===== config.mk =====
export PLATFORM = sky130hd
export DESIGN_NAME = tcp_retransmit_window_unit
export DESIGN_NICKNAME = d
export VERILOG_FILES = /design/src/hdl/rtwu_pkg.sv /design/src/hdl/rtwu_ram.sv /design/src/hdl/tcp_retransmit_window_unit.sv
export SDC_FILE = /design/constraint.sdc
export NUM_CORES = 2
export LEC_CHECK = 0
export CAP_MARGIN = 20
export CORE_MARGIN = 5
export CORE_UTILIZATION = 60
export DETAILED_ROUTE_END_ITERATION = 12
export DONT_BUFFER_PORTS = 1
export PLACE_DENSITY_LB_ADDON = 0.15
export SLEW_MARGIN = 10
export SYNTH_ARGS = -nofsm -noshare
export SYNTH_HDL_FRONTEND = slang
export SYNTH_SLANG_ARGS = --single-unit

===== constraint.sdc =====
create_clock -name clk -period 29.6 [get_ports clk]
set_clock_uncertainty 0.05 [all_clocks]
set_input_delay 2.96 -clock clk [delete_from_list [all_inputs] [get_ports clk]]
set_output_delay 2.96 -clock clk [all_outputs]
set_load 0.02 [all_outputs]

===== src/hdl/rtwu_pkg.sv =====
// Package: types, codes and defaults shared by the retransmit window unit.
package rtwu_pkg;

  localparam int DEF_TABLE_DEPTH = 16;

  localparam logic [1:0] OP_ADD    = 2'd0;
  localparam logic [1:0] OP_ACK    = 2'd1;
  localparam logic [1:0] OP_TICK   = 2'd2;
  localparam logic [1:0] OP_UNUSED = 2'd3;

  localparam logic [2:0] ST_ADDED    = 3'd0;
  localparam logic [2:0] ST_REJECTED = 3'd1;
  localparam logic [2:0] ST_APPLIED  = 3'd2;
  localparam logic [2:0] ST_IGNORED  = 3'd3;
  localparam logic [2:0] ST_RETX     = 3'd4;
  localparam logic [2:0] ST_NONE     = 3'd5;

  localparam logic REG_INIT_SEQNO  = 1'b0;
  localparam logic REG_INIT_WINDOW = 1'b1;

  localparam logic [15:0] RESET_WINDOW = 16'hFFFF;

  typedef struct packed {
    logic [1:0]  opcode;
    logic [31:0] seg_seqno;
    logic [15:0] seg_len;
    logic [31:0] seg_timeout;
    logic [31:0] ack_number;
    logic [15:0] new_window;
    logic [31:0] elapsed_ms;
  } in_item_t;

  typedef struct packed {
    logic [2:0]  status;
    logic [31:0] out_seqno;
    logic [15:0] out_len;
    logic        last;
    logic [15:0] window_now;
    logic [31:0] in_flight;
    logic        window_full;
    logic [4:0]  entries_used;
  } out_item_t;

  typedef struct packed {
    logic [63:0] start;
    logic [15:0] len;
    logic [31:0] timer;
  } entry_t;

endpackage


===== src/hdl/rtwu_ram.sv =====
// Generic single-write, single-read RAM with registered read data.
module rtwu_ram #(
  parameter int WIDTH = 8,
  parameter int DEPTH = 16
) (
  input  logic                     clk,
  input  logic                     we,
  input  logic [$clog2(DEPTH)-1:0] waddr,
  input  logic [WIDTH-1:0]         wdata,
  input  logic                     re,
  input  logic [$clog2(DEPTH)-1:0] raddr,
  output logic [WIDTH-1:0]         rdata
);
  logic [WIDTH-1:0] mem [DEPTH];

  always_ff @(posedge clk) begin
    if (we) begin
      mem[waddr] <= wdata;
    end
    if (re) begin
      rdata <= mem[raddr];
    end
  end
endmodule


===== src/hdl/tcp_retransmit_window_unit.sv =====
// Top level: TCP retransmit window, sequenced over a simple dual-port segment table.
// An ack that is applied searches the table entry by entry from the tail; a tick
// visits every segment held. Waiting on out_stall can hold an item longer. The
// segment table RAM sets the pace: one entry at a time is read (registered), then
// compared or updated. in_stall stays high while an item is being worked;
// finished results sit in an output register. The table has no reset; only
// entries written by adds are read.
module tcp_retransmit_window_unit #(
  parameter int TABLE_DEPTH = rtwu_pkg::DEF_TABLE_DEPTH
) (
  input  logic               clk,
  input  logic               rst,
  input  logic               in_valid,
  output logic               in_stall,
  input  rtwu_pkg::in_item_t in_data,
  output logic               out_valid,
  input  logic               out_stall,
  output rtwu_pkg::out_item_t out_data,
  input  logic               cfg_we,
  input  logic               cfg_index,
  input  logic [31:0]        cfg_data
);
  import rtwu_pkg::*;

  localparam int AW = $clog2(TABLE_DEPTH);
  localparam int CW = $clog2(TABLE_DEPTH + 1);
  localparam logic [AW:0] DEPTH_W = (AW+1)'(TABLE_DEPTH);
  localparam logic [AW-1:0] LAST_SLOT = AW'(TABLE_DEPTH - 1);
  localparam logic [CW-1:0] DEPTH_C = CW'(TABLE_DEPTH);

  localparam logic [3:0] S_IDLE     = 4'd0;
  localparam logic [3:0] S_UNWRAP   = 4'd1;
  localparam logic [3:0] S_ADD      = 4'd2;
  localparam logic [3:0] S_ACK_CHK  = 4'd3;
  localparam logic [3:0] S_SRCH_RD  = 4'd4;
  localparam logic [3:0] S_SRCH_CMP = 4'd5;
  localparam logic [3:0] S_ACK_UPD  = 4'd6;
  localparam logic [3:0] S_TICK_RD  = 4'd7;
  localparam logic [3:0] S_TICK_CMP = 4'd8;
  localparam logic [3:0] S_TICK_END = 4'd9;
  localparam logic [3:0] S_EMIT     = 4'd10;

  logic [3:0]    state;
  in_item_t      item;
  logic [31:0]   init_seqno;
  logic [63:0]   first_abs;
  logic [63:0]   next_abs;
  logic [15:0]   window_bytes;
  logic [AW-1:0] head;
  logic [CW-1:0] count;
  logic [63:0]   abs_seq;
  logic [CW-1:0] k;
  logic [AW-1:0] ptr;
  logic [CW-1:0] pop;
  logic [2:0]    emit_status;
  logic          hold_v;
  logic [31:0]   hold_seq;
  logic [15:0]   hold_len;

  logic          ram_we;
  logic          ram_re;
  logic [AW-1:0] ram_waddr;
  entry_t        ram_wdata;
  entry_t        rd;

  rtwu_ram #(.WIDTH($bits(entry_t)), .DEPTH(TABLE_DEPTH)) u_table (
    .clk  (clk),
    .we   (ram_we),
    .waddr(ram_waddr),
    .wdata(ram_wdata),
    .re   (ram_re),
    .raddr(ptr),
    .rdata(rd)
  );

  function automatic logic [AW-1:0] wrap_add(input logic [AW-1:0] b, input logic [CW-1:0] n);
    logic [AW:0] s;
    s = (AW+1)'(b) + (AW+1)'(n);
    if (s >= DEPTH_W) begin
      s = s - DEPTH_W;
    end
    return s[AW-1:0];
  endfunction

  // Status shown with every result
  logic [63:0] flight64;
  logic        full;
  logic [31:0] flight_sat;
  assign flight64   = next_abs - first_abs;
  assign full       = (window_bytes == '0) ||
                      ((count != '0) && (flight64 >= {48'd0, window_bytes}));
  assign flight_sat = (flight64[63:32] != '0) ? '1 : flight64[31:0];

  logic out_free;
  assign out_free = !out_valid || !out_stall;
  assign in_stall = (state != S_IDLE);

  // Unwrap of the wrapped number against next_abs
  logic [31:0] src, off, nlo, nhi, d_up, d_dn, uhi;
  assign src  = (item.opcode == OP_ADD) ? item.seg_seqno : item.ack_number;
  assign off  = src - init_seqno;
  assign nlo  = next_abs[31:0];
  assign nhi  = next_abs[63:32];
  assign d_up = off - nlo;
  assign d_dn = nlo - off;
  always_comb begin
    uhi = nhi;
    if (off > nlo) begin
      if (d_up > 32'h8000_0000 && nhi != '0) begin
        uhi = nhi - 32'd1;
      end
    end else if (d_dn > 32'h8000_0000) begin
      uhi = nhi + 32'd1;
    end
  end

  logic [AW-1:0] tail;
  assign tail = wrap_add(head, count);

  logic        ld;
  logic [2:0]  ld_status;
  logic [31:0] ld_seq;
  logic [15:0] ld_len;
  logic        ld_last;
  logic        reject;
  assign reject = full || (count >= DEPTH_C);

  always_comb begin
    ld        = 1'b0;
    ld_status = emit_status;
    ld_seq    = '0;
    ld_len    = '0;
    ld_last   = 1'b1;
    ram_we    = 1'b0;
    ram_re    = 1'b0;
    ram_waddr = ptr;
    ram_wdata = rd;
    ram_wdata.timer = rd.timer - item.elapsed_ms;
    case (state)
      S_ADD: begin
        if (!reject) begin
          ram_we          = 1'b1;
          ram_waddr       = tail;
          ram_wdata.start = abs_seq;
          ram_wdata.len   = item.seg_len;
          ram_wdata.timer = item.seg_timeout;
        end
      end
      S_SRCH_RD, S_TICK_RD: begin
        ram_re = (state == S_SRCH_RD) || (k != count);
      end
      S_TICK_CMP: begin
        if (rd.timer > item.elapsed_ms) begin
          ram_we = 1'b1;
        end else if (hold_v && out_free) begin
          ld        = 1'b1;
          ld_status = ST_RETX;
          ld_seq    = hold_seq;
          ld_len    = hold_len;
          ld_last   = 1'b0;
        end
      end
      S_TICK_END: begin
        if (out_free) begin
          ld        = 1'b1;
          ld_status = hold_v ? ST_RETX : ST_NONE;
          ld_seq    = hold_v ? hold_seq : '0;
          ld_len    = hold_v ? hold_len : '0;
        end
      end
      S_EMIT: begin
        ld = out_free;
      end
      default: begin
      end
    endcase
  end

  always_ff @(posedge clk) begin
    if (rst) begin
      state        <= S_IDLE;
      init_seqno   <= '0;
      first_abs    <= '0;
      next_abs     <= '0;
      window_bytes <= RESET_WINDOW;
      head         <= '0;
      count        <= '0;
      hold_v       <= 1'b0;
      out_valid    <= 1'b0;
    end else begin
      if (cfg_we) begin
        case (cfg_index)
          REG_INIT_SEQNO:  init_seqno   <= cfg_data;
          REG_INIT_WINDOW: window_bytes <= cfg_data[15:0];
          default: begin
          end
        endcase
      end
      if (ld) begin
        out_valid <= 1'b1;
        out_data  <= '{status: ld_status, out_seqno: ld_seq, out_len: ld_len,
                       last: ld_last, window_now: window_bytes, in_flight: flight_sat,
                       window_full: full, entries_used: 5'(count)};
      end else if (out_valid && !out_stall) begin
        out_valid <= 1'b0;
      end
      case (state)
        S_IDLE: begin
          if (in_valid) begin
            item <= in_data;
            k    <= '0;
            ptr  <= head;
            case (in_data.opcode)
              OP_ADD, OP_ACK: state <= S_UNWRAP;
              OP_TICK:        state <= S_TICK_RD;
              default:        state <= S_IDLE;
            endcase
          end
        end
        S_UNWRAP: begin
          abs_seq <= {uhi, off};
          state   <= (item.opcode == OP_ADD) ? S_ADD : S_ACK_CHK;
        end
        S_ADD: begin
          if (reject) begin
            emit_status <= ST_REJECTED;
          end else begin
            count       <= count + CW'(1);
            next_abs    <= abs_seq + {48'd0, item.seg_len};
            emit_status <= ST_ADDED;
          end
          state <= S_EMIT;
        end
        S_ACK_CHK: begin
          if (abs_seq > next_abs || abs_seq < first_abs || count == '0) begin
            emit_status <= ST_IGNORED;
            state       <= S_EMIT;
          end else begin
            k     <= count;
            ptr   <= (tail == '0) ? LAST_SLOT : tail - AW'(1);
            state <= S_SRCH_RD;
          end
        end
        S_SRCH_RD: begin
          state <= S_SRCH_CMP;
        end
        S_SRCH_CMP: begin
          if (abs_seq > rd.start) begin
            pop   <= k;
            state <= S_ACK_UPD;
          end else if (k == CW'(1)) begin
            pop   <= '0;
            state <= S_ACK_UPD;
          end else begin
            k     <= k - CW'(1);
            ptr   <= (ptr == '0) ? LAST_SLOT : ptr - AW'(1);
            state <= S_SRCH_RD;
          end
        end
        S_ACK_UPD: begin
          head         <= wrap_add(head, pop);
          count        <= count - pop;
          first_abs    <= abs_seq;
          window_bytes <= item.new_window;
          emit_status  <= ST_APPLIED;
          state        <= S_EMIT;
        end
        S_TICK_RD: begin
          state <= (k == count) ? S_TICK_END : S_TICK_CMP;
        end
        S_TICK_CMP: begin
          if (rd.timer > item.elapsed_ms || !hold_v || out_free) begin
            if (!(rd.timer > item.elapsed_ms)) begin
              hold_v   <= 1'b1;
              hold_seq <= rd.start[31:0] + init_seqno;
              hold_len <= rd.len;
            end
            k     <= k + CW'(1);
            ptr   <= (ptr == LAST_SLOT) ? '0 : ptr + AW'(1);
            state <= S_TICK_RD;
          end
        end
        S_TICK_END: begin
          if (out_free) begin
            hold_v <= 1'b0;
            state  <= S_IDLE;
          end
        end
        S_EMIT: begin
          if (out_free) begin
            state <= S_IDLE;
          end
        end
        default: begin
          state <= S_IDLE;
        end
      endcase
    end
  end
endmodule


# Word-level counts from Yosys, hierarchy flattened
# Memories as Yosys holds them, arrays and structs flattened. A register that Yosys moved wholly into a read port is not among the register bits.
# Cells that the tools add are included.
# word_totals
ram_bits	1792
output_inout_bits	108
in_bits	200
word_cells	223
n_memories	1
reg_bits	588
# memory_table
memory	depth	width	rd	rd_clocked_by_memory_dff	write_ports	line_no	text
u_table.mem	16	112	1	1	1	rtwu_ram.sv:14	logic [WIDTH-1:0] mem [DEPTH];
# op_classes
add_sub_neg	20
n_bitwise	5
n_mux	77
order_cmp	11
eq_ne	26
reduce_logical	52
# op_table
operator	n
32-bit 2-to-1 mux	8
112-bit 2-to-1 mux	2
64-bit > comparator	2
32-bit subtractor	4
16-bit 2-to-1 mux	7
64-bit by 16-bit adder with 64-bit output	1
64-bit by 16-bit >= comparator with 1-bit output	1
32-bit > comparator	2
32-bit > comparator, second input constant	2
64-bit less-than comparator	1
4-bit 2-to-1 mux	16
32-bit one-hot mux with 2 select lines	1
32-bit nonzero test	2
64-bit subtractor	1
5-bit 2-to-1 mux	8
4-bit one-hot mux with 9 select lines	1
32-bit by 1-bit adder with 32-bit output, second input constant	1
32-bit adder	1
16-bit one-hot mux with 2 select lines	1
32-bit by 1-bit subtractor with 32-bit output, second input constant	1
5-bit one-hot mux with 4 select lines	1
1-bit 2-to-1 mux	18
2-bit inequality test, second input constant	9
4-bit by 3-bit equality test with 1-bit output, second input constant	4
41 further kinds	96

# Longest topological paths before layout
# logic_depth
ltp_word	9
ltp_mapped	34
mapped_depth_nobuf	33

# Hierarchy
# A second synthesis with hierarchy kept.
# unflattened
hier_cells	7632
hier_area_um2	113127.2
# by_module_without_submodules
module	seq_area_each_um2	instances	cells_per_inst	area_each_um2
rtwu_ram	57174.8	1	2864	70291.2
tcp_retransmit_window_unit	15715.1	1	4768	42836.1

# Worst setup path before layout
# OpenSTA, ideal clock, no wires.
# synth_path
path_kind	input port to flip-flop
start	in rst
end	reg item[0] in the netlist's numbering, enable pin
stages	3
path_buffers	2
setup_ps	916
path_slack_ps	13561
t_arrival_ps	15074
required_ps	28634
cell_sequence	clkbuf_1 > clkbuf_1 > nor3b_1
# synth_via
elab_chain_cells	2
# synth_rtl
item	line_no	text
start, declared	tcp_retransmit_window_unit.sv:12	input logic rst,
1-bit NOT (no source line)	--	
3-bit AND reduction (no source line)	--	
end signal, assigned	tcp_retransmit_window_unit.sv:210	item <= in_data;
end, declared	tcp_retransmit_window_unit.sv:44	in_item_t item;
# Every way passes these cells.
# A chain may end at the register's enable or synchronous reset.

# Worst setup path in the final report
# layout_path
start	reg item[161] in the netlist's numbering
end	reg abs_seq[45] (data pin)
# layout_via
elab_chain_cells	8
elab_cells_between_ends	12
classes_between	add/sub: 3; order compare: 3; mux: 4; reduce/logical: 2
# layout_rtl
item	line_no	text
2-bit logical NOT *	tcp_retransmit_window_unit.sv:100	assign src = (item.opcode == OP_ADD) ? item.seg_seqno : item.ack_number;
32-bit 2-to-1 mux *	tcp_retransmit_window_unit.sv:100	
32-bit subtractor *	tcp_retransmit_window_unit.sv:101	assign off = src - init_seqno;
named net off[19]	tcp_retransmit_window_unit.sv:99	logic [31:0] src, off, nlo, nhi, d_up, d_dn, uhi;
32-bit subtractor	tcp_retransmit_window_unit.sv:104	assign d_up = off - nlo;
32-bit > comparator	tcp_retransmit_window_unit.sv:109	if (d_up > 32'h8000_0000 && nhi != '0) begin
1-bit logical AND	tcp_retransmit_window_unit.sv:109	
32-bit 2-to-1 mux	tcp_retransmit_window_unit.sv:109	
32-bit 2-to-1 mux *	tcp_retransmit_window_unit.sv:108	if (off > nlo) begin
named net uhi[13]	tcp_retransmit_window_unit.sv:99	
end signal, assigned	tcp_retransmit_window_unit.sv:221	abs_seq <= {uhi, off};
end, declared	tcp_retransmit_window_unit.sv:51	logic [63:0] abs_seq;
# Mark *: on every way through the listed nets, which the timed path passes. The rest lies on a longest branch.

==> key figures <==
Clock network
  – CTS hold repair buffers: 0
  – Clk_lat worst skew: 0.89 ns
  – Longest Clk Path Bufs: 3
  – Total CTS buffers: approximately 240
  – Root Driver: clkbuf_16
  – Post-cts sizing count: 0
  – Clock sinks: 2491
  – CTS tree: yes
  – # H-tree levels: 4
  – Reg clk slew, reported paths: approximately 0.060 ns
  – Post-CTS setup buffer count: 0

Drt
  – Antenna viol nets, final: 0
  – DR WL/cell: 30.5 microns
  – Total routed wirelength: 310000 microns
  – Vias per inst: around 6.6
  – Vias: 67100
  – DRC violations left: 0
  – Starting DRT DRC Count: 7451
  – First drt pass iteration count: 6

Timing
  – Slew headroom: 18.3%
  – RSZ-0062 raised after global routing: no
  – Final setup fails: 0
  – Slew @ Worst Pin: 1.19 ns
  – Setup Total Neg Slack: 0 ns
  – Fmax: 106 MHz
  – Min cycle time layout: 9.42 ns
  – WHS: 0.392 ns
  – Count of pins over their slew limit: 0
  – Tcrit/Tclk final: a little under a third
  – Final Hold Viols: 0

Worst setup path
  – Max incr delay on CP: 0.51 ns
  – Setup CP Type: reg -> reg
  – Worst reg2reg path depth: 32
  – Worst r2r src: item[161]
  – FF-to-FF End: abs_seq[45]
  – WP data required: approximately 30 ns
  – WP buf/inv: 2
  – CP arrival: 9.96 ns
  – Top delay family on crit path: compound AO/OA/AOI/OAI gates
  – Crit path max fanout: 32
  – Worst setup SP type: flip-flop
  – Reg2Reg Setup Slack: 20.18 ns
  – Critical path's slowest cell: buf_4
  – CP dominant cell by count: o2111ai_1
  – CP Capture Type: flip-flop

Floorplan
  – IO Count: 308
  – Starting Density: between 60% and 70%
  – Die Span Y: 445 microns
  – Die width: approximately 450 microns
  – Core Rows: 159
  – Core Area: around 190000 sq um
  – Die area: 198000 sq um

GRT
  – Gr usage total: 31.2%
  – Global-route wire length before repair: approximately 450000 microns
  – Vias in the first global route: 66500
  – Maximum number of pins on one net before global-route repair: between 150 and 200
  – Remaining Overflow, GRT: 0
  – Initial antenna violation count: 15

Yosys
  – Post-synthesis cell type count: ~110
  – Register area share after synthesis: 64.1%
  – Top_reg_cell synth: edfxtp_1
  – Syn Std Cell Area: between 100000 and 150000 sq um
  – Mean Syn Cell Area: 15.4 sq um
  – Post-synth EDFFs: 2300
  – Yosys warns: 0
  – Post-synthesis cell count: 7366
  – Ys async rst share: 0%
  – Post-synthesis register bit count: 2491
  – Synth Net Count: between 8000 and 9000

Place
  – Hpwl dp: 198000 microns
  – Placed cell count: 9688
  – GPL Wtd Cong: approximately 0.97
  – Port Buffers: 0

Power and ir drop
  – P_sw: about 4.8 mW
  – Comb power frac: 40.3%
  – Seq pwr share: 36.4%
  – P_leak: approximately 43 nW
  – Clock power frac: around a quarter
  – Power per cell area: roughly 110 nW/um^2
  – Net Sw Frac: 36.7%
  – Total Power: 13.2 mW
  – Max VDD drop: 0.107 mV
  – Int Pwr: 8.37 mW

Min path
  – Hold endpoint: hold_len[10]
  – Hold Path Cell Cnt: 0
  – Hold WC Path Type: reg -> reg
  – HP Start: u_table.rdata[42]

Finish
  – Final net count: 8110
  – Non-filler cells, final: 10200
  – Layout cells sized above 1: 16.7%
  – FF/Latch Area: 72900 sq um
  – Area Growth Syn to Fin: 10.1%
  – Most frequent cells in the layout: 2300 x edfxtp_1, 561 x mux4_2, 467 x nand2_1, 462 x ha_1, 392 x inv_1
  – Most common cell after layout, fill and taps aside: edfxtp_1
  – Multi-input logic area: ~38000 sq um
  – Filler instances: 12700

Outcome
  – Status: finished, final reports clean

Flow run
  – Max-cap viol count: 0
-- how the worst max path moves through the flow --
stage | start | end | cells after the start
after floorplan | rst | item[0] | 3
after global placement | first_abs[1] | u_table.mem[10][5] | 26
after detailed placement | item[161] | abs_seq[45] | 31
after CTS | item[161] | abs_seq[45] | 31
after global routing | item[161] | abs_seq[50] | 32
final | item[161] | abs_seq[45] | 32
-- per-layer routing --
layer | vias to the layer above | GRT usage (%) | part of all wire (%)
li1 | 28900 | - | -
met1 | 34400 | 43.3 | 40
met2 | 3276 | 50.8 | 49
met3 | 527 | 5.17 | 7.9
met4 | 12 | 10.8 | 3.4
met5 | - | 0 | 0.026
-- cell type report --
class | instances | share of cell area [%]
sequential | 2491 | 58.3
multi-input combinational | 4189 | 30.8
clock buffer | 297 | 5.07
tap | 2495 | 2.50
clock inverter | 148 | 1.30
inverter | 393 | 1.18
timing repair buffer | 125 | 0.882
antenna | 14 | 0.0280
-- worst register-to-register path: cells and delay by family (launching register included) --
family                   cells  cell delay, ns
AO/OA/AOI/OAI               13            3.54
XOR/XNOR                     2            0.39
adder cells (fa/ha/maj)      2            0.73
buffers and inverters        2            0.76
flip-flops                   1            0.42
multiplexers                 1            0.54
AND/OR/NAND/NOR             12            2.76
-- Yosys cell counts, drive strengths merged, types with 38 or more instances --
| cell type | count | area (sq um) |
|---|---|---|
| a31oi | 43 | 314 |
| nor3 | 88 | 450 |
| xnor2 | 180 | 1580 |
| nand2b | 87 | 544 |
| buf | 67 | 293 |
| o21ai | 212 | 1060 |
| ha | 462 | 5780 |
| nor2b | 57 | 357 |
| dfxtp | 191 | 3820 |
| clkbuf | 226 | 848 |
| o21a | 56 | 420 |
| inv | 392 | 1470 |
| o211ai | 50 | 380 |
| a21oi | 386 | 1950 |
| a211oi | 77 | 593 |
| and2 | 80 | 500 |
| nand4 | 101 | 632 |
| and3 | 38 | 238 |
| nor2 | 338 | 1270 |
| nand2 | 469 | 1770 |
| edfxtp | 2300 | 69100 |
| a21o | 187 | 1400 |
| mux2 | 136 | 1530 |
| nand3 | 95 | 475 |
| xor2 | 70 | 613 |
| mux4 | 561 | 12600 |
-- cell families after synthesis --
kind of cell | count (synthesis) | share of synthesized area [%]
compound gates | 1246 | 7.24
xor+xnor | 250 | 1.93
fa+ha+maj | 471 | 5.25
buf+inv | 686 | 2.30
flops | 2491 | 64.1
mux | 727 | 12.7
simple gates | 1495 | 6.41
-- through the flow --
step | cell area [sq um] | utilization, % | setup WS (ns)
after detailed placement | 117000 | 62.2 | 20.34
after global routing | 125000 | 66.5 | 19.80
after global placement | 117000 | 62.2 | 20.41
after CTS | 125000 | 66.5 | 20.31
final | 125000 | 66.5 | 20.18
after floorplan | 114000 | - | 13.56
-- state kept, by name (all words and copies together), names as in the netlist, 5 cells and up --
register	cells
k	5
init_seqno	32
pop	5
item	162
hold_len	16
count	5
u_table.rdata	112
hold_seq	32
out_data	106
u_table.mem	1792
next_abs	64
abs_seq	64
first_abs	64
window_bytes	16
-- power by group through the flow --
stage	logic (mW)	registers (mW)	clock network [mW]
detailed placement	5.23	4.87	0
floorplan	3.70	4.81	0
finish	5.33	4.81	3.09
CTS	5.27	4.80	3.13
global route	5.70	4.82	3.30
global placement	5.20	4.86	0
Note: power is estimated with default switching activity, not from simulation.
